`config.mk`:
```
export PLATFORM = sky130hd
export DESIGN_NAME = wpas_ram
export DESIGN_NICKNAME = d
export VERILOG_FILES = /design/src/sv/wpas_ram.sv
export SDC_FILE = /design/constraint.sdc
export NUM_CORES = 1
export LEC_CHECK = 0
export BUFFER_PORTS_ARGS = -buffer_cell sky130_fd_sc_hd__buf_2
export CAP_MARGIN = 0
export CORE_UTILIZATION = 55
export CTS_CLUSTER_DIAMETER = 50
export CTS_CLUSTER_SIZE = 30
export DETAILED_ROUTE_END_ITERATION = 8
export PLACE_DENSITY = 0.77
export RECOVER_POWER = 100
export SYNTH_ARGS = -nofsm -noshare
export SYNTH_HDL_FRONTEND = slang
export SYNTH_SLANG_ARGS = --single-unit
```
`constraint.sdc`:
```
create_clock -name clk -period 4.65 [get_ports clk]
set_input_delay 0.93 -clock clk [delete_from_list [all_inputs] [get_ports clk]]
set_output_delay 0.93 -clock clk [all_outputs]
set_load 0.01 [all_outputs]
```
`src/sv/wpas_ram.sv`:
```
module wpas_ram #(
	parameter int WIDTH = 8,
	parameter int DEPTH = 16
) (
	input  logic                     clk,
	input  logic                     we,
	input  logic [$clog2(DEPTH)-1:0] waddr,
	input  logic [WIDTH-1:0]         wdata,
	input  logic [$clog2(DEPTH)-1:0] raddr,
	output logic [WIDTH-1:0]         rdata
);

	logic [WIDTH-1:0] mem_q [DEPTH];

	always_ff @(posedge clk) begin
		if (we) begin
			mem_q[waddr] <= wdata;
		end
		rdata <= mem_q[raddr];
	end

endmodule

```
==> parameters.txt, run 1 <==
Parameter                              Value

Run status
  Result of the run    finished clean

CTS
  Worst-Skew Late Latency    0.51 ns
  Hold-fix buffers at CTS    0
  H-tree lvl count    4
  TritonCTS buffer count    17
  # clock sinks    136
  Max Buffers Root-to-Sink    2
  Clk Tree Root Cell    clkbuf_8
  Clock transition at the registers of the reported paths    0.06 ns
  Clock tree from TritonCTS    built
  Setup bufs post-CTS    0
  Number of cells upsized or downsized after cts    0

Worst setup path
  Data arrival time of the worst path    2.69 ns
  Type of the setup path with the least slack    in2reg
  Largest fanout on the critical path    8
  Worst EP required    4.76 ns
  Kind of end point of the critical path    register
  Startpoint types    input port

STA
  Hold Violations, Final    0
  Headroom to the max-slew limit    0.0192
  Final setup slack of the worst path    just over 2 ns
  Clock skew after layout    about 0.0062 ns
  Slew at the pin closest to its max-slew limit    1.46 ns
  Fin Hold WS    0.667 ns
  Max Slew Vio Count    0
  Period utilization    0.555
  Minimum period implied by the final worst setup slack    2.58 ns
  Unrepaired setup endpoints after global routing    false
  Fin Setup TNS    0 ns
  Fmax achieved    388 MHz
  Final setup viols    0

Cells and area
  Layout overhead on the synthesized area    13.9%
  Leading cell type in the layout, fill and taps excluded    edfxtp_1
  Utilization of the core after routing    0.659
  Fraction of layout cells with a size suffix above 1    0.184
  Commonest non-fill, non-tap cells in the layout    edfxtp_1 (128), clkbuf_1 (22), mux4_2 (18), a22oi_1 (16), clkbuf_16 (16)
  Non-Filler Cell Area, Final    5860 µm²
  Number of cells in the finished layout apart from fillers    385
  # nets final    284
  Number of fillers in the final layout    559
  Diode count    0

Placement
  RD Place Congestion    between 0.7 and 0.8
  Quantity of I/O buffers inserted on ports    25
  Post-Place Worst Slack    1.57 ns
  Placed instance count    355
  Final HPWL DP    a little under 6000 µm
  Dpl cell area    around 5300 µm²

Logic synthesis
  Post-synthesis sequential area ratio    0.778
  Mean cell area of the mapped netlist    22.5 µm²
  Distinct cell type count of the synthesized netlist    19
  Synthesized cell area    5150 µm²
  Synthesized instance count    about 230
  Number of nets in the synthesized netlist    247
  Flops & latches, synth    136
  Count of warnings emitted by yosys    0

GRT
  First-pass GRT wire length    around 15,000 µm
  Residual overflow from global routing    0
  Via count of the first global-routing pass    2,475
  Largest net degree at the start of global routing    33
  GRT Resource Usage Total    0.234
  Number of antenna violations at the first check in global routing    0

Routing
  Vias/cell    6.43
  Post-route DRC    0
  Aggregate routed wire length    10,200 µm
  Via total after detailed routing    2,474
  Post-route ant nets    0
  First-iteration detailed-routing DRC count    300
  DR pass1 iterations    5
  DR WL/cell    26.6 µm

Run
  Number of maximum-capacitance violations    0

Floorplan
  Die extent in x    between 90 and 100 µm
  Die Y-Extent    98.7 µm
  Effective utilization at floorplan    0.579
  Area of the core region    about 9000 µm²
  Die Area    a little under 10,000 µm²
  Placement Rows    34
  Io pins    26

Power and ir drop
  Total leakage power    1.91 nW
  Final Total Pwr    2.76 mW
  Worst VDD drop    0.234 mV
  Total power per unit cell area    471 nW/µm²

Worst hold path
  Path class of the lowest-slack min-delay path    reg2reg
## path summary, 6_finish.rpt
path           startpoint          end  slack [ns]  depth (start not counted)
max              waddr[2]  mem_q[0][4]        2.07                          3
min reg2reg  mem_q[14][2]     rdata[2]        0.67                          3
min          mem_q[14][2]     rdata[2]        0.67                          3
max reg2reg   mem_q[0][5]     rdata[5]        3.20                          3
## flip-flops by register name, summed over array words and instances, names as in the netlist
signal and count:
mem_q 128, rdata 8
## cells in the mapped netlist
library cell	number	share of area
nand3b_1	2	0.0029
buf_2	3	0.0029
nand2b_1	2	0.0024
edfxtp_1	128	0.75
nor2_1	13	0.0095
nand2_1	9	0.0066
clkdlybuf4s25_2	3	0.0058
mux4_2	18	0.079
nor2b_1	1	0.0012
and2_1	1	0.0012
and2b_1	1	0.0015
nand3_1	1	0.00097
mux4_1	14	0.071
buf_6	3	0.0066
buf_4	1	0.0015
or3b_2	1	0.0017
nor3_1	4	0.0039
dfxtp_1	8	0.031
a22oi_1	16	0.023
## worst max-delay path: stages
cell      delay (ns)
clkbuf_1        0.10
or3b_2          0.53
nor3_1          1.12
## kinds of logic (layout without fill, tap and decap cells)
logic type,after synthesis,in the layout,synth area share
buffers and inverters,10,58,0.0168
flip-flops,136,136,0.778
multiplexers,32,32,0.150
AND/OR/NAND/NOR,35,35,0.0318
AO/OA/AOI/OAI,16,16,0.0233
## layout make-up
| class | instances | area (µm²) | share of cell area |
|---|---|---|---|
| clock buffers | 18 | 418 | 0.0713 |
| well taps | 108 | 135 | 0.0230 |
| clock inverters | 12 | 135 | 0.0230 |
| repair buffers | 28 | 114 | 0.0194 |
| multi-input cells | 83 | 1060 | 0.180 |
| flip-flops and latches | 136 | 4000 | 0.683 |
## power by group
group	internal (mW)	switching (mW)
Combinational	0.0454	0.0745
Clock	0.798	0.460
Sequential	1.37	0.00897
Total	2.22	0.543
## layer usage
metal | GRT usage | vias to the layer above | routed length (µm)
met5 | 0 | - | 0
met4 | 0.0976 | 0 | 181
met3 | 0.0809 | 10 | 719
met2 | 0.354 | 126 | 5100
met1 | 0.314 | 1296 | 4250
li1 | - | 1042 | -
Note: power is estimated with default switching activity, not from simulation.
==> run 2, diff against run 1 <==
--- a/config.mk
+++ b/config.mk
@@ -7,11 +7,11 @@
 export LEC_CHECK = 0
 export BUFFER_PORTS_ARGS = -buffer_cell sky130_fd_sc_hd__buf_2
 export CAP_MARGIN = 0
-export CORE_UTILIZATION = 55
+export CORE_UTILIZATION = 54
 export CTS_CLUSTER_DIAMETER = 50
 export CTS_CLUSTER_SIZE = 30
 export DETAILED_ROUTE_END_ITERATION = 8
-export PLACE_DENSITY = 0.77
+export PLACE_DENSITY = 0.78
 export RECOVER_POWER = 100
 export SYNTH_ARGS = -nofsm -noshare
 export SYNTH_HDL_FRONTEND = slang
==> constraint.sdc (replaced) <==
create_clock -name clk -period 2.1 [get_ports clk]
set_input_delay 0.42 -clock clk [delete_from_list [all_inputs] [get_ports clk]]
set_output_delay 0.42 -clock clk [all_outputs]
set_load 0.01 [all_outputs]
==> parameters.txt, run 2 (synthesis gave the netlist of run 1 again) <==
Parameter                              Value

Routing
  Post-route DRC    0
  DR pass1 iterations    4
  First-iteration detailed-routing DRC count    180
  DR WL/cell    ~23 µm
  Post-route ant nets    0
  Aggregate routed wire length    roughly 10000 µm
  Vias/cell    5.81
  Via total after detailed routing    2,479

Worst setup path
  Startpoint types    input port
  Crit path largest cell delay    0.53 ns
  Worst EP required    between 2 and 2.5 ns
  Launch point of the worst path    waddr[2]
  Flop-to-flop setup slack    0.72 ns
  Reg-to-Reg Start    mem_q[2][6]
  Cell Chain, Critical Path    clkbuf_1, or3b_2, nor3_1, clkbuf_1
  Critical path's top delay family    simple AND/OR/NAND/NOR gates
  Kind of end point of the critical path    register
  Worst path buffer plus inverter count    2
  Slowest library cell on the worst path    or3b_2
  Type of the setup path with the least slack    in2reg
  Most used cell along the critical path    clkbuf_1
  Largest fanout on the critical path    8
  Data arrival time of the worst path    1.69 ns

Cells and area
  Diode count    0
  Layout overhead on the synthesized area    16.7%
  # nets final    303
  Largest registers ranked by flip-flop count    mem_q (128), rdata (8)
  Leading cell type in the layout, fill and taps excluded    edfxtp_1
  Commonest non-fill, non-tap cells in the layout    edfxtp_1 (128), clkbuf_1 (37), mux4_2 (18), a22oi_1 (16), clkbuf_16 (16)
  Number of flip-flops in the largest register    128
  Fraction of layout cells with a size suffix above 1    0.195
  Register with the most flip-flops    mem_q

Power and ir drop
  Final Total Pwr    6.05 mW
  Total power per unit cell area    1010 nW/µm²
  Worst VDD drop    0.504 mV
  Total leakage power    1.96 nW

STA
  Clock skew after layout    0.00462 ns
  Unrepaired setup endpoints after global routing    false
  Fmax achieved    648 MHz
  Period utilization    0.735
  Max Slew Vio Count    0
  Hold Violations, Final    0
  Slew at the pin closest to its max-slew limit    0.706 ns
  Headroom to the max-slew limit    0.530
  Final setup viols    0
  Minimum period implied by the final worst setup slack    1.54 ns
  Fin Setup TNS    0 ns

Worst hold path
  Path class of the lowest-slack min-delay path    in2reg
  Worst hold path startpoint    wdata[1]

GRT
  Residual overflow from global routing    0
  Number of antenna violations at the first check in global routing    0
  Via count of the first global-routing pass    2,555
  First-pass GRT wire length    approximately 15,000 µm
  GRT Resource Usage Total    0.224
  Largest net degree at the start of global routing    33

CTS
  Hold-fix buffers at CTS    0
  Clock tree from TritonCTS    built
  TritonCTS buffer count    17
  # clock sinks    136
  Number of cells upsized or downsized after cts    0
  Max Buffers Root-to-Sink    2
  Setup bufs post-CTS    0
  Worst-Skew Late Latency    0.51 ns
  H-tree lvl count    4
  Clock transition at the registers of the reported paths    0.06 ns
  Clk Tree Root Cell    clkbuf_8

Placement
  Final HPWL DP    6100 µm
  Quantity of I/O buffers inserted on ports    25
  RD Place Congestion    0.724

Run status
  Result of the run    finished clean

Floorplan
  Die extent in x    roughly 100 µm
  Die Area    slightly below 10,000 µm²
  Effective utilization at floorplan    0.557
  Area of the core region    just over 9000 µm²
  Io pins    26
  Placement Rows    35
  Die Y-Extent    99.6 µm

Run
  Number of maximum-capacitance violations    0
[run 2: per-stage QoR]
| stage | hold WS [ns] | util | cells | setup WS [ns] | area [µm²] |
|---|---|---|---|---|---|
| after detailed placement | 0.669 | 0.601 | 395 | 0.269 | 5550 |
| final | 0.437 | 0.650 | 427 | 0.556 | 6010 |
| after floorplan | 0.519 | - | 229 | 0.187 | 5150 |
| after CTS | 0.276 | 0.660 | 427 | 0.611 | 6100 |
| after global routing | 0.451 | 0.650 | 427 | 0.507 | 6010 |
| after global placement | 0.651 | 0.601 | 395 | 0.306 | 5550 |
[run 2: final timing paths]
path | to | depth (start not counted)
worst max-delay path | mem_q[0][4] | 4
worst max register to register | rdata[6] | 3
worst min-delay path | mem_q[4][1] | 1
worst min register to register | rdata[1] | 3
[run 2: per-layer routing]
metal  GRT usage  vias up  share of wire
met5           0        -              0
met4      0.0667        0         0.0063
met3      0.0647        6          0.045
met2       0.369       75           0.51
met1       0.294     1309           0.43
li1            -     1089              -
[run 2: power breakdown]
part / internal [mW] / total, mW / switching (mW)
clock network: 1.66 / 2.71 / 1.05
logic: 0.114 / 0.279 / 0.166
registers: 3.04 / 3.06 / 0.0207
total: 4.81 / 6.05 / 1.23
[run 2: cell type report]
type / count / area (µm²)
sequential: 136 / 4000
fill: 624 / 3230
multi-input combinational: 83 / 1060
clock buffer: 17 / 414
timing repair buffer: 47 / 236
tap: 129 / 161
clock inverter: 15 / 136
