===== src/sv/wpas_pkg.sv =====
package wpas_pkg;

	localparam int MAX_POINTS = 64;
	localparam int IDX_W      = $clog2(MAX_POINTS);
	localparam int CNT_W      = $clog2(MAX_POINTS + 1);
	localparam int COORD_W    = 24;
	localparam int ID_W       = 16;
	localparam int SPEED_W    = 16;
	localparam int RADIUS_W   = 16;
	localparam int LEN_W      = 40;

	// |a - b| of two coordinates, its square sum, root and partial remainder
	localparam int MAG_W  = COORD_W + 1;
	localparam int DSQ_W  = 2 * MAG_W;
	localparam int ROOT_W = MAG_W;
	localparam int REM_W  = MAG_W + 1;
	localparam int STEP_W = $clog2(MAG_W);

	localparam logic [RADIUS_W-1:0] REACH_RADIUS_RST = RADIUS_W'(160);
	localparam logic [CNT_W-1:0]    CNT_MAX          = CNT_W'(MAX_POINTS);
	localparam logic [LEN_W-1:0]    LEN_SAT          = '1;

	// register map
	localparam int  ADDR_W           = 3;
	localparam logic REG_REACH_RADIUS = 1'b0;

	typedef enum logic [1:0] {
		ACT_APPEND = 2'd0,
		ACT_REPORT = 2'd1,
		ACT_CLEAR  = 2'd2
	} action_t;

	typedef struct packed {
		logic [ID_W-1:0]           id;
		logic signed [COORD_W-1:0] x;
		logic signed [COORD_W-1:0] y;
		logic signed [COORD_W-1:0] z;
		logic [SPEED_W-1:0]        speed;
	} entry_t;

	localparam int ENTRY_W = $bits(entry_t);

	// start / finish of the distance unit
	typedef struct packed {
		logic start;
	} dist_req_t;

	typedef struct packed {
		logic              done;
		logic [ROOT_W-1:0] root;
	} dist_rsp_t;

endpackage


===== src/sv/wpas_dist.sv =====
// Bit-serial |p - w|: squares MSB first (all three axes per cycle),
// then digit-by-digit integer root, two radicand bits per step.
module wpas_dist (
	input  logic                                clk,
	input  logic                                arst_n,
	input  wpas_pkg::dist_req_t                 req,
	input  logic signed [wpas_pkg::COORD_W-1:0] pt_x,
	input  logic signed [wpas_pkg::COORD_W-1:0] pt_y,
	input  logic signed [wpas_pkg::COORD_W-1:0] pt_z,
	input  logic signed [wpas_pkg::COORD_W-1:0] wp_x,
	input  logic signed [wpas_pkg::COORD_W-1:0] wp_y,
	input  logic signed [wpas_pkg::COORD_W-1:0] wp_z,
	output wpas_pkg::dist_rsp_t                 rsp
);

	typedef enum logic [2:0] {
		D_IDLE = 3'b001,
		D_MUL  = 3'b010,
		D_ROOT = 3'b100
	} dphase_t;

	localparam logic [wpas_pkg::STEP_W-1:0] LAST_STEP = wpas_pkg::STEP_W'(wpas_pkg::MAG_W - 1);

	dphase_t                          phase_q;
	logic [wpas_pkg::STEP_W-1:0]      step_q;
	logic [wpas_pkg::MAG_W-1:0]       mag_q [3];
	logic [wpas_pkg::MAG_W-1:0]       mul_q [3];
	logic [wpas_pkg::DSQ_W-1:0]       acc_q;
	logic [wpas_pkg::REM_W-1:0]       rem_q;
	logic [wpas_pkg::ROOT_W-1:0]      root_q;
	logic                             done_q;

	logic [wpas_pkg::MAG_W-1:0]       diff [3];
	logic [wpas_pkg::MAG_W-1:0]       mag_d [3];
	logic [wpas_pkg::DSQ_W-1:0]       acc_mul;
	logic [wpas_pkg::REM_W+1:0]       rem_shift;
	logic [wpas_pkg::REM_W+1:0]       trial;
	logic                             take;

	always_comb begin
		diff[0] = {pt_x[wpas_pkg::COORD_W-1], pt_x} - {wp_x[wpas_pkg::COORD_W-1], wp_x};
		diff[1] = {pt_y[wpas_pkg::COORD_W-1], pt_y} - {wp_y[wpas_pkg::COORD_W-1], wp_y};
		diff[2] = {pt_z[wpas_pkg::COORD_W-1], pt_z} - {wp_z[wpas_pkg::COORD_W-1], wp_z};
		for (int a = 0; a < 3; a++) begin
			mag_d[a] = diff[a][wpas_pkg::MAG_W-1] ? (~diff[a] + 1'b1) : diff[a];
		end
	end

	always_comb begin
		acc_mul = {acc_q[wpas_pkg::DSQ_W-2:0], 1'b0};
		for (int a = 0; a < 3; a++) begin
			if (mul_q[a][wpas_pkg::MAG_W-1]) begin
				acc_mul = acc_mul + wpas_pkg::DSQ_W'(mag_q[a]);
			end
		end
	end

	assign rem_shift = {rem_q, acc_q[wpas_pkg::DSQ_W-1 -: 2]};
	assign trial     = {1'b0, root_q, 2'b01};
	assign take      = (rem_shift >= trial);

	always_ff @(posedge clk or negedge arst_n) begin
		if (!arst_n) begin
			phase_q <= D_IDLE;
			step_q  <= '0;
			done_q  <= 1'b0;
		end else begin
			case (phase_q)
				D_IDLE: begin
					done_q <= 1'b0;
					if (req.start) begin
						phase_q <= D_MUL;
						step_q  <= '0;
					end
				end
				D_MUL: begin
					done_q <= 1'b0;
					if (step_q == LAST_STEP) begin
						phase_q <= D_ROOT;
						step_q  <= '0;
					end else begin
						step_q <= step_q + 1'b1;
					end
				end
				D_ROOT: begin
					if (step_q == LAST_STEP) begin
						phase_q <= D_IDLE;
						done_q  <= 1'b1;
					end else begin
						step_q <= step_q + 1'b1;
						done_q <= 1'b0;
					end
				end
				default: begin
					phase_q <= D_IDLE;
					done_q  <= 1'b0;
				end
			endcase
		end
	end

	always_ff @(posedge clk) begin
		case (phase_q)
			D_IDLE: begin
				if (req.start) begin
					for (int a = 0; a < 3; a++) begin
						mag_q[a] <= mag_d[a];
						mul_q[a] <= mag_d[a];
					end
					acc_q <= '0;
				end
			end
			D_MUL: begin
				acc_q <= acc_mul;
				for (int a = 0; a < 3; a++) begin
					mul_q[a] <= {mul_q[a][wpas_pkg::MAG_W-2:0], 1'b0};
				end
				if (step_q == LAST_STEP) begin
					rem_q  <= '0;
					root_q <= '0;
				end
			end
			D_ROOT: begin
				acc_q <= {acc_q[wpas_pkg::DSQ_W-3:0], 2'b00};
				if (take) begin
					rem_q  <= wpas_pkg::REM_W'(rem_shift - trial);
					root_q <= {root_q[wpas_pkg::ROOT_W-2:0], 1'b1};
				end else begin
					rem_q  <= wpas_pkg::REM_W'(rem_shift);
					root_q <= {root_q[wpas_pkg::ROOT_W-2:0], 1'b0};
				end
			end
			default: begin
			end
		endcase
	end

	assign rsp.done = done_q;
	assign rsp.root = root_q;

endmodule


===== config.mk =====
export PLATFORM = sky130hd
export DESIGN_NAME = wpas_dist
export DESIGN_NICKNAME = d
export VERILOG_FILES = /design/src/sv/wpas_pkg.sv /design/src/sv/wpas_dist.sv
export SDC_FILE = /design/constraint.sdc
export NUM_CORES = 1
export LEC_CHECK = 0
export ABC_AREA = 1
export BUFFER_PORTS_ARGS = -buffer_cell sky130_fd_sc_hd__buf_2
export CAP_MARGIN = 25
export CORE_MARGIN = 5
export CORE_UTILIZATION = 30
export CTS_CLUSTER_DIAMETER = 100
export DETAILED_ROUTE_END_ITERATION = 6
export GPL_ROUTABILITY_DRIVEN = 0
export PLACE_DENSITY = 0.49
export SYNTH_ARGS = -nofsm -noshare
export SYNTH_HDL_FRONTEND = slang
export SYNTH_SLANG_ARGS = --single-unit

===== constraint.sdc =====
create_clock -name clk -period 7.6 [get_ports clk]
set_clock_uncertainty 0.15 [all_clocks]
set_input_delay 0.76 -clock clk [delete_from_list [all_inputs] [get_ports clk]]
set_output_delay 0.76 -clock clk [all_outputs]
set_load 0.02 [all_outputs]

==> metrics.md, run 1 <==
| Metric | Value |
|---|---|
| Drt pass-1 iters | `6` |
| Peak per-stage delay on the critical path | `0.37 ns` |
| Clock Power Share | `0.152` |
| DIE HEIGHT | `295.6 um` |
| Async set-reset flop share out of synthesis | `0.03462` |
| P per Cell Area | `406.3 nW/um^2` |
| Sw Share | `0.5078` |
| Die ar. | `87370 um^2` |
| Largest area contributor in the netlist | `edfxtp_1` |
| Synth warnings | `0` |
| Vias in the first global route | `21.42k` |
| HPWL Detailed | `56850 um` |
| Via count | `22.36k` |
| CTS sink count | `260` |
| Slew Limit Fails | `0` |
| Hold Path Sink | `mul_q[0][15]` |
| Vias per cell | `between 4 and 5` |
| CP max stage cell | `ha_1` |
| Starting Density | `0.3033` |
| Maximum clock rate | `0.1504 GHz` |
| Delay-heaviest family, CP | `simple AND/OR/NAND/NOR gates` |
| Peak supply drop | `0.1983 mV` |
| Fillers | `8754` |
| Drt total wl | `a little over 70000 um` |
| Crit Path Class | `flop to flop` |
| Slew margin rel. | `0.4495` |
| Final Critical Period | `6.649 ns` |
| Nets@finish | `3971` |
| Status | `finished, final reports clean` |
| Hold Path Depth | `2` |
| Wirelength per Cell | `15.10 um` |
| EDFF count, synth | `251` |
| Post-synthesis cell count | `3467` |
| Most used cell, CP | `nand2_1` |
| P_leak | `between 0.01 and 0.015 uW` |
| Fin. Hold Viols | `0` |
| Largest net degree at the start of global routing | `64` |
| First-pass GRT wire length | `approximately 110000 um` |
| Mapped Area | `around 24000 um^2` |
| NetSw | `between 5000 and 6000 uW` |
| WP buf/inv | `6` |
| Worst skew pair latency | `0.56 ns` |
| Rows | `104` |
| Reg2Reg Depth | `38` |
| RSZ-0062 raised after global routing | `no` |
| Register bit count reported by yosys | `260` |
| Port Buffers | `between 150 and 200` |
| Synth top area cells | `edfxtp_1, nand2_1, ha_1, inv_1, a21oi_1` |
| R2r setup slk | `0.95 ns` |
| Type of element capturing the critical path | `flop` |
| Int Power | `around 5600 uW` |
| Die X | `295.6 um` |
| Max_cap viols | `0` |
| R2R Path End | `acc_q[38]` |
| H-tree depth | `2` |
| Commonest non-fill, non-tap cell in the layout | `nand2_1` |
| Tcrit/Tclk final | `0.8748` |
| WP data required | `7.72 ns` |
| 1st-iter DRT viols | `approximately 1.4k` |
| Final ANT Viol Nets | `0` |
| Worst Path Max Fanout | `5` |
| Logic pwr share | `0.624` |
| Total GRT Usage | `0.1591` |
| CTS buffer count | `36` |
| Ant diodes | `0` |
| Endpoints failing setup | `0` |
| Number of remaining DRC errors | `0` |
| I/O pins | `roughly 170` |
| Critical Path Source Type | `flop` |
| HP Start | `mul_q[0][14]` |
| CTS root buf | `clkbuf_16` |
| Mean Syn Cell Area | `around 7.1 um^2` |
| Core area | `80680 um^2` |
| Initial antenna violation count | `1` |
| Layout cells sized above 1 | `0.1161` |
| Remaining Overflow, GRT | `0` |
| Setup Buffers After CTS | `0` |
| Synth-to-layout area growth | `13.54%` |
| Setup Total Neg Slack | `0 ns` |
| Clk buf depth | `3` |
| Critical path arrival | `6.77 ns` |
| CTS tree | `yes` |
| Sequential area share after synthesis | `0.3173` |
| Share of total power in sequential cells | `0.224` |
| Area share of the leading cell type in the synthesized netlist | `0.3081` |
| Core Util, Final | `0.3443` |
| Worst-margin pin slew | `0.8258 ns` |
| Min-delay worst type | `flop to flop` |
| Clock transition at path regs | `0.06 ns` |
| Commonest cells after routing, fill and taps aside | `nand2_1, inv_1, nor2_1` |
| Post-synth cell types | `56` |
| Main synth FF type | `edfxtp_1` |
| Mapped Nets | `between 3k and 4k` |
| Layout Cells excl Fill | `4722` |
| # placed instances | `4657` |
| RR Startpoint | `acc_q[0]` |
-- stage by stage --
| stage | power (uW) | hold WS, ns | worst slack, ns | cell area [um^2] |
|---|---|---|---|---|
| after floorplan | 7676 | 0.3144 | 2.156 | 24470 |
| after global placement | 9612 | 0.3482 | 1.120 | 26580 |
| after detailed placement | 9568 | 0.3529 | 1.031 | 26580 |
| after CTS | 11360 | 0.3655 | 0.9373 | 27780 |
| after global routing | 12380 | 0.3808 | 0.4141 | 27780 |
| final | 11290 | 0.3641 | 0.9513 | 27780 |
-- layer usage --
layer  up-vias  share of wire  global-route usage
met4         0          0.022             0.03602
met3        92          0.041             0.02058
li1      11740              -                   -
met5         -              0                   0
met2       416           0.48              0.2785
met1     10110           0.46              0.2103
-- cells in the mapped netlist, types with 10 or more instances --
library cell  count
a21oi_1         224
a21o_1           10
o21ai_1          21
inv_2            25
xnor2_1          82
inv_1           459
o21bai_1         13
ha_1            182
or2_2            10
nor2_2           29
o22ai_1          10
nand4_1          53
nor2_1          259
nor2_4           12
nand3_2          24
a31oi_1          10
edfxtp_1        251
o21a_1           10
o21ai_0         200
nand2_4          12
xor2_1          111
nand3_1         163
nor3_1           56
nand2_2          38
nand2_1        1050
clkbuf_1         50
-- area by class of cell --
cell class / count / area (um^2) / area share
multi-input cells: 2657 / 14650 / 0.5272
flip-flops and latches: 260 / 7764 / 0.2795
inverters: 488 / 1833 / 0.06598
well taps: 1060 / 1326 / 0.04774
repair buffers: 193 / 1021 / 0.03675
clock buffers: 46 / 969.7 / 0.03491
clock inverters: 18 / 220.2 / 0.007927
-- worst min-delay path: cells and delay by family (launching register included) --
| family | cells | cell delay, ns |
|---|---|---|
| and+or+nand+nor | 2 | 0.10 |
| DFF | 1 | 0.32 |
-- kinds of logic after synthesis --
| logic type | Yosys count | synth area share |
|---|---|---|
| fa+ha+maj | 188 | 0.09798 |
| flops | 260 | 0.3173 |
| compound gates | 535 | 0.1192 |
| buf+inv | 550 | 0.08489 |
| simple gates | 1741 | 0.3115 |
| xor+xnor | 193 | 0.06909 |
-- state kept, by name, summed over array words and instances, names as in the netlist --
| name | flops |
|---|---|
| acc_q | 50 |
| rem_q | 26 |
| root_q | 25 |
| phase_q | 3 |
| mul_q | 75 |
| step_q | 5 |
| mag_q | 75 |
| done_q | 1 |
-- what timing repair did --
action,CTS,global route
gates resized for setup,0,0
setup endpoints to repair,0,0
endpoints found under the hold margin,8,0
hold buffers,1,0
-- power groups by stage --
stage          Clock [uW]  Sequential [uW]  Combinational [uW]
6_report             1720             2530                7040
5_1_grt              1830             2580                7970
4_1_cts              1770             2540                7060
3_5_place_dp            0             2560                7010
3_3_place_gp            0             2560                7060
2_1_floorplan           0             2440                5240
-- worst max path at each step --
stage                 startpoint   endpoint  slack (ns)  depth (start not counted)
global placement        acc_q[0]  acc_q[38]        1.12                         38
CTS                     acc_q[0]  acc_q[38]        0.94                         38
global route            acc_q[0]  acc_q[42]        0.41                         38
finish                  acc_q[0]  acc_q[38]        0.95                         38
floorplan           mul_q[0][24]  acc_q[42]        2.16                         36
detailed placement      acc_q[0]  acc_q[38]        1.03                         38
No activity file was read; power rests on OpenSTA's default activity.
==> run 2: changes to the inputs <==
- ABC_AREA: 1 -> 0
- CORE_UTILIZATION: 30 -> 62
- PLACE_DENSITY: 0.49 -> 0.86
==> run 2 against run 1 <==
The run now ends with design-rule violations, negative setup slack left. Utilization is 36 points higher. Sequential share of layout area is 2.6 points higher. Via count is 11% lower. Register-to-register slack worse by 0.99 ns. Clock power is 19% lower. Flip-flop and latch count stayed put. Synthesized cell count is 28% lower. Power is 5.4% higher. Clock-buffer cell count is 11 lower. Area after synthesis is 7.5% lower. Final cell count is 33% lower.
==> metrics.md, run 2 <==
| Metric | Value |
|---|---|
| CTS tree | `yes` |
| Die X | `201.0 um` |
| Die ar. | `40410 um^2` |
| Min-delay worst type | `flop to flop` |
| Largest family of logic cells by synthesized area | `compound AO/OA/AOI/OAI gates` |
| Main synth FF type | `edfxtp_1` |
| Mapped Nets | `2831` |
| Most frequent cells after synthesis | `nor2_1, edfxtp_1, nand2_1` |
| Final WS setup | `-0.04116 ns` |
| Critical path arrival | `7.77 ns` |
| Post-Synth Adder-Cell Area | `0.1060` |
| Failing checks | `design-rule violations, negative setup slack` |
| Worst-margin pin slew | `1.078 ns` |
| Drt total wl | `57570 um` |
| Core Util, Final | `0.6994` |
| HPWL Detailed | `41910 um` |
| Via count | `19.89k` |
| Critical Path Source Type | `flop` |
| Fin Hold WS | `0.3663 ns` |
| Wirelength per Cell | `~18 um` |
| Peak supply drop | `roughly 0.42 mV` |
| Core area | `36350 um^2` |
| I/O pins | `173` |
| Placed Area | `23980 um^2` |
| CTS sink count | `260` |
| WP data required | `7.73 ns` |
| CTS root buf | `clkbuf_16` |
| Maximum clock rate | `~0.13 GHz` |
| Met1 Track Usage GR | `0.3172` |
| Type of element capturing the critical path | `flop` |
| Vias in the first global route | `19.30k` |
| Vias per cell | `roughly 6.3` |
| Synth top area cells | `edfxtp_1, ha_1, xnor2_1, mux2_2, nor2_1` |
| H-tree depth | `1` |
| RSZ-0062 raised after global routing | `yes` |
| Remaining Overflow, GRT | `0` |
| Commonest cells after routing, fill and taps aside | `nor2_1, edfxtp_1, nand2_1` |
| Port Buffers | `~170` |
| Worst Path Max Fanout | `4` |
| Final Critical Period | `around 7.6 ns` |
| Sequential area share after synthesis | `0.3432` |
| Drt pass-1 iters | `7` |
| M2 GR Usage | `0.4727` |
| Final ANT Viol Nets | `0` |
| Met3 Track Usage GR | `0.03425` |
| Post-synth cell types | `96` |
| Clock transition at path regs | `about 0.070 ns` |
| Mapped Area | `around 23000 um^2` |
| Register bit count reported by yosys | `260` |
| Rows | `70` |
| Area share of xor/xnor cells in the synthesized design | `0.1033` |
| Post-synthesis cell count | `2496` |
| Most used cell, CP | `o21a_1` |
| Busiest grt layer | `met2` |
| Ant diodes | `0` |
| Peak per-stage delay on the critical path | `0.47 ns` |
| P_leak | `slightly above 0.01 uW` |
| Mux share of post-synthesis cell area | `0.05952` |
| CTS buffer count | `29` |
| Async set-reset flop share out of synthesis | `0.03462` |
| Synth warnings | `0` |
| Biggest regs | `mag_q (75), mul_q (75), acc_q (50)` |
| Area share of the leading cell type in the synthesized netlist | `0.3332` |
| Commonest non-fill, non-tap cell in the layout | `nor2_1` |
| Number of remaining DRC errors | `1` |
| Initial antenna violation count | `0` |
| P per Cell Area | `approximately 470 nW/um^2` |
| Total GRT Usage | `0.2638` |
| Tcrit/Tclk final | `1.005` |
| Nets@finish | `roughly 3k` |
| Starting Density | `0.6223` |
| Largest area contributor in the netlist | `edfxtp_1` |
| Synth Area in Compound Gates | `0.1769` |
| Mean Syn Cell Area | `approximately 9.1 um^2` |
| Fin area | `25420 um^2` |
| Simple-gate share of the synthesized area | `0.1702` |
| Top-count cell post-synth | `nor2_1` |
| First-pass GRT wire length | `91090 um` |
| CP max stage cell | `edfxtp_1` |
| Synth-to-layout area growth | `12.38%` |
| Endpoints failing setup | `4` |
| Layout cells sized above 1 | `0.1646` |
| Status | `finished with violations` |
| Slew Limit Fails | `0` |
| Fin. Hold Viols | `0` |
| EDFF count, synth | `251` |
| Slew margin rel. | `0.2802` |
| 1st-iter DRT viols | `about 1.8k` |
| Largest net degree at the start of global routing | `just over 70` |
| DIE HEIGHT | `201.0 um` |
| Max_cap viols | `0` |
| Crit Path Class | `flop to flop` |
| Setup Total Neg Slack | `-0.1186 ns` |
| Worst skew pair latency | `0.58 ns` |
| Clk buf depth | `3` |
## run 2: changes by cell type in the layout (fill, tap and decap cells not counted), moves of 50 or more
cell | before | now
mux2_2 | 0 | 90
nand3_1 | 163 | 45
o21ai_0 | 198 | 148
nand2_1 | 1048 | 205
inv_1 | 456 | 164
a21oi_1 | 224 | 147
a21o_1 | 10 | 60
xnor2_1 | 82 | 188
## run 2: what timing repair did
item                                   CTS  global route
pin swaps                                5            23
hold buffers                             1             0
gates resized for setup                 12            43
setup endpoints to repair               17            24
endpoints found under the hold margin    8             0
buffers inserted                         4            20
## run 2: cell type report
class	instances	area (um^2)
fill	2612	10930
clock buffer	35	748.2
clock inverter	19	190.2
inverter	165	619.3
sequential	260	7764
timing repair buffer	218	1229
tap	468	585.6
multi-input combinational	1995	14290
## run 2: per-layer routing
| metal | vias to the layer above | wire length (um) |
|---|---|---|
| li1 | 9403 | - |
| met1 | 9337 | 22030 |
| met2 | 908 | 28560 |
| met3 | 246 | 4011 |
| met4 | 0 | 2974 |
| met5 | - | 0 |
## run 2: metrics by stage
stage / setup slack (ns) / total power [uW] / instances
2_1_floorplan: 0.4914 / 8072 / 2496
5_1_grt: -0.2939 / 12630 / 3160
6_report: -0.04116 / 11900 / 3160
3_3_place_gp: 0.1750 / 9291 / 3079
4_1_cts: 0.002653 / 11230 / 3139
3_5_place_dp: -0.2044 / 9682 / 3080
## run 2: cell families after synthesis
family / Yosys count
AO/OA/AOI/OAI: 618
XOR/XNOR: 265
adder cells (fa/ha/maj): 188
buffers and inverters: 241
flip-flops: 260
multiplexers: 123
AND/OR/NAND/NOR: 801
## run 2: path summary, 6_finish.rpt
kind | startpoint | endpoint | slack, ns | depth (start not counted)
worst max-delay path | acc_q[1] | acc_q[44] | -0.04 | 36
worst min-delay path | mul_q[0][34] | mul_q[0][35] | 0.37 | 2
worst max register to register | acc_q[1] | acc_q[44] | -0.04 | 36
worst min register to register | mul_q[0][34] | mul_q[0][35] | 0.37 | 2
max in group asynchronous | arst_n | phase_q[0] | 6.61 | 2
min in group asynchronous | arst_n | step_q[1] | 0.44 | 2
## run 2: critical path, delay by kind of cell, from the launching register on
kind	cells	cell delay, ns
AOI/OAI and AO/OA	18	3.50
and+or+nand+nor	10	1.50
DFF	1	0.47
buffers and inverters	1	0.16
xor gates and xnor gates	2	0.22
adders and majority gates	3	0.79
muxes	2	0.53
## run 2: where the power goes
group / total, uW / internal [uW] / leakage [uW] / switching (uW)
logic: 7930 / 3360 / 0.00727 / 4570
clock network: 1400 / 806 / 0.000453 / 592
registers: 2570 / 2240 / 0.00262 / 332
==> run 3: changes to the inputs <==
- CELL_PAD_IN_SITES_DETAIL_PLACEMENT: not set -> 0
- CELL_PAD_IN_SITES_GLOBAL_PLACEMENT: not set -> 1
- CORE_UTILIZATION: 62 -> 44
- CTS_BUF_LIST: not set -> sky130_fd_sc_hd__clkbuf_8
- PLACE_DENSITY: 0.86 -> 0.83
- clock period: 7.6 -> 6.6 ns (I/O delays scaled with it)
==> run 3 against run 2 <==
The run ends with negative setup slack left. Clock power increased by 21%. Non-clock buffer count increased by 135. Clock-buffer cell count increased by 13. Wire length increased by 1.3%. Utilization decreased by 17 points. Sequential power increased by 14%. Register-to-register slack got worse by 0.36 ns. Critical path depth decreased by 2. Cell area increased by 6.9%. Via count decreased by 1.7%.
==> metrics.md, run 3 (synthesized netlist as in run 2, its figures left out) <==
| Metric | Value |
|---|---|
| Worst Path Max Fanout | `4` |
| WP data required | `6.81 ns` |
| Fin. Hold Viols | `0` |
| DIE HEIGHT | `236.7 um` |
| Critical path arrival | `7.22 ns` |
| Met1 Track Usage GR | `0.2337` |
| Clock transition at path regs | `0.06 ns` |
| Drt pass-1 iters | `5` |
| Starting Density | `0.4427` |
| Sw Share | `0.4390` |
| Fillers | `4627` |
| Nets@finish | `between 3k and 4k` |
| P_leak | `0.01124 uW` |
| Vias per cell | `5.525` |
| Final Critical Period | `7.005 ns` |
| Vias in the first global route | `19.46k` |
| Die X | `236.7 um` |
| RSZ-0062 raised after global routing | `yes` |
| Port Buffers | `172` |
| Peak supply drop | `0.4622 mV` |
| CTS root buf | `clkbuf_8` |
| Max_cap viols | `0` |
| Ant diodes | `0` |
| Via count | `19.56k` |
| CTS buffer count | `47` |
| Most used cell, CP | `o21a_1` |
| Wirelength per Cell | `16.47 um` |
| Remaining Overflow, GRT | `0` |
| Share of total power in sequential cells | `0.189` |
| CTS sink count | `260` |
| Biggest regs | `mag_q (75), mul_q (75), acc_q (50)` |
| Multi-input logic area | `approximately 15000 um^2` |
| CP max stage cell | `edfxtp_1` |
| Final WS setup | `-0.4046 ns` |
| Core Util, Final | `0.5321` |
| Layout cells sized above 1 | `0.2269` |
| HPWL Detailed | `44270 um` |
| Clock Power Share | `0.109` |
| P per Cell Area | `570.3 nW/um^2` |
| Maximum clock rate | `0.1428 GHz` |
| Clk buf depth | `3` |
| Largest net degree at the start of global routing | `77` |
| Overall power | `15500 uW` |
| CTS tree | `yes` |
| Endpoints failing setup | `25` |
| Commonest non-fill, non-tap cell in the layout | `edfxtp_1` |
| Min-delay worst type | `primary input to asynchronous set/reset pin` |
| Met3 Track Usage GR | `0.02877` |
| Critical Path Source Type | `flop` |
| Synth-to-layout area growth | `20.19%` |
| Crit Path Class | `flop to flop` |
| M2 GR Usage | `0.3629` |
| Peak per-stage delay on the critical path | `roughly 0.42 ns` |
| Type of element capturing the critical path | `flop` |
| 1st-iter DRT viols | `1153` |
| Failing checks | `negative setup slack` |
| Drt total wl | `58310 um` |
| Slew margin rel. | `0.3202` |
| Commonest cells after routing, fill and taps aside | `edfxtp_1, nor2_1, nand2_1` |
| NetSw | `about 6800 uW` |
| Tcrit/Tclk final | `1.061` |
| Total GRT Usage | `0.1979` |
| Busiest grt layer | `met2` |
| Number of remaining DRC errors | `0` |
| Slew Limit Fails | `0` |
| Final ANT Viol Nets | `0` |
| Core area | `51090 um^2` |
| Status | `finished with violations` |
| Rows | `83` |
| I/O pins | `173` |
| Int Power | `8698 uW` |
| First-pass GRT wire length | `94100 um` |
| Die ar. | `between 50000 and 60000 um^2` |
| Logic pwr share | `0.703` |
| H-tree depth | `2` |
| Worst-margin pin slew | `1.013 ns` |
| FF+latch area | `7764 um^2` |
| Worst skew pair latency | `0.64 ns` |
| Initial antenna violation count | `0` |
run 3: repair_timing:
action | CTS | global route
resized for setup | 78 | 63
endpoints found under the hold margin | 9 | 0
pin swaps | 48 | 34
hold buffers | 1 | 0
buffers inserted | 24 | 15
endpoints found under the setup margin | 28 | 32
run 3: layout make-up:
class,instances,area share
well taps,680,0.03129
clock buffers,48,0.02430
clock inverters,39,0.01362
multi-input cells,1995,0.5389
inverters,165,0.02278
repair buffers,353,0.08358
flip-flops and latches,260,0.2856
run 3: layer usage:
metal,part of all wire,vias to the layer above
li1,-,9733
met1,0.42,9246
met2,0.50,438
met3,0.043,142
met4,0.040,0
met5,0,-
run 3: stage by stage:
step                      setup TNS, ns  hold WS [ns]  instance area [um^2]  cells  setup WS [ns]
final                            -5.781        0.2829                 27190   3540        -0.4046
after global routing             -16.42        0.2652                 27190   3540        -0.7391
after CTS                        -5.016        0.2418                 26830   3530        -0.3826
after detailed placement         -5.843        0.3502                 25280   3418        -0.4478
after global placement           -3.619        0.3419                 25280   3418        -0.3581
after floorplan                 -0.1875        0.2144                 22720   2496       -0.05514
run 3: worst max-delay path, delay by kind of cell (launching register included):
| kind | cells | cell delay, ns |
|---|---|---|
| xor+xnor | 3 | 0.27 |
| flops | 1 | 0.42 |
| mux | 2 | 0.58 |
| simple gates | 7 | 1.00 |
| compound gates | 18 | 3.25 |
| fa+ha+maj | 3 | 0.94 |
| buf+inv | 1 | 0.11 |
run 3: final timing paths:
check                                  start      endpoint  slack [ns]  cells after the start
worst max-delay path                acc_q[1]     acc_q[48]       -0.40                     34
worst min register to register  mul_q[0][26]  mul_q[0][27]        0.36                      2
worst max register to register      acc_q[1]     acc_q[48]       -0.40                     34
worst min-delay path                  arst_n    phase_q[2]        0.28                      2
max in group asynchronous             arst_n    phase_q[0]        5.77                      2
min in group clk                mul_q[0][26]  mul_q[0][27]        0.36                      2
run 3: power groups by stage:
stage | sequential, uW | combinational [uW] | clock [uW]
3_5_place_dp | 2950 | 9290 | 0
5_1_grt | 2970 | 11900 | 1810
6_report | 2920 | 10900 | 1690
3_3_place_gp | 2930 | 9010 | 0
4_1_cts | 2920 | 9970 | 1730
2_1_floorplan | 2800 | 6600 | 0
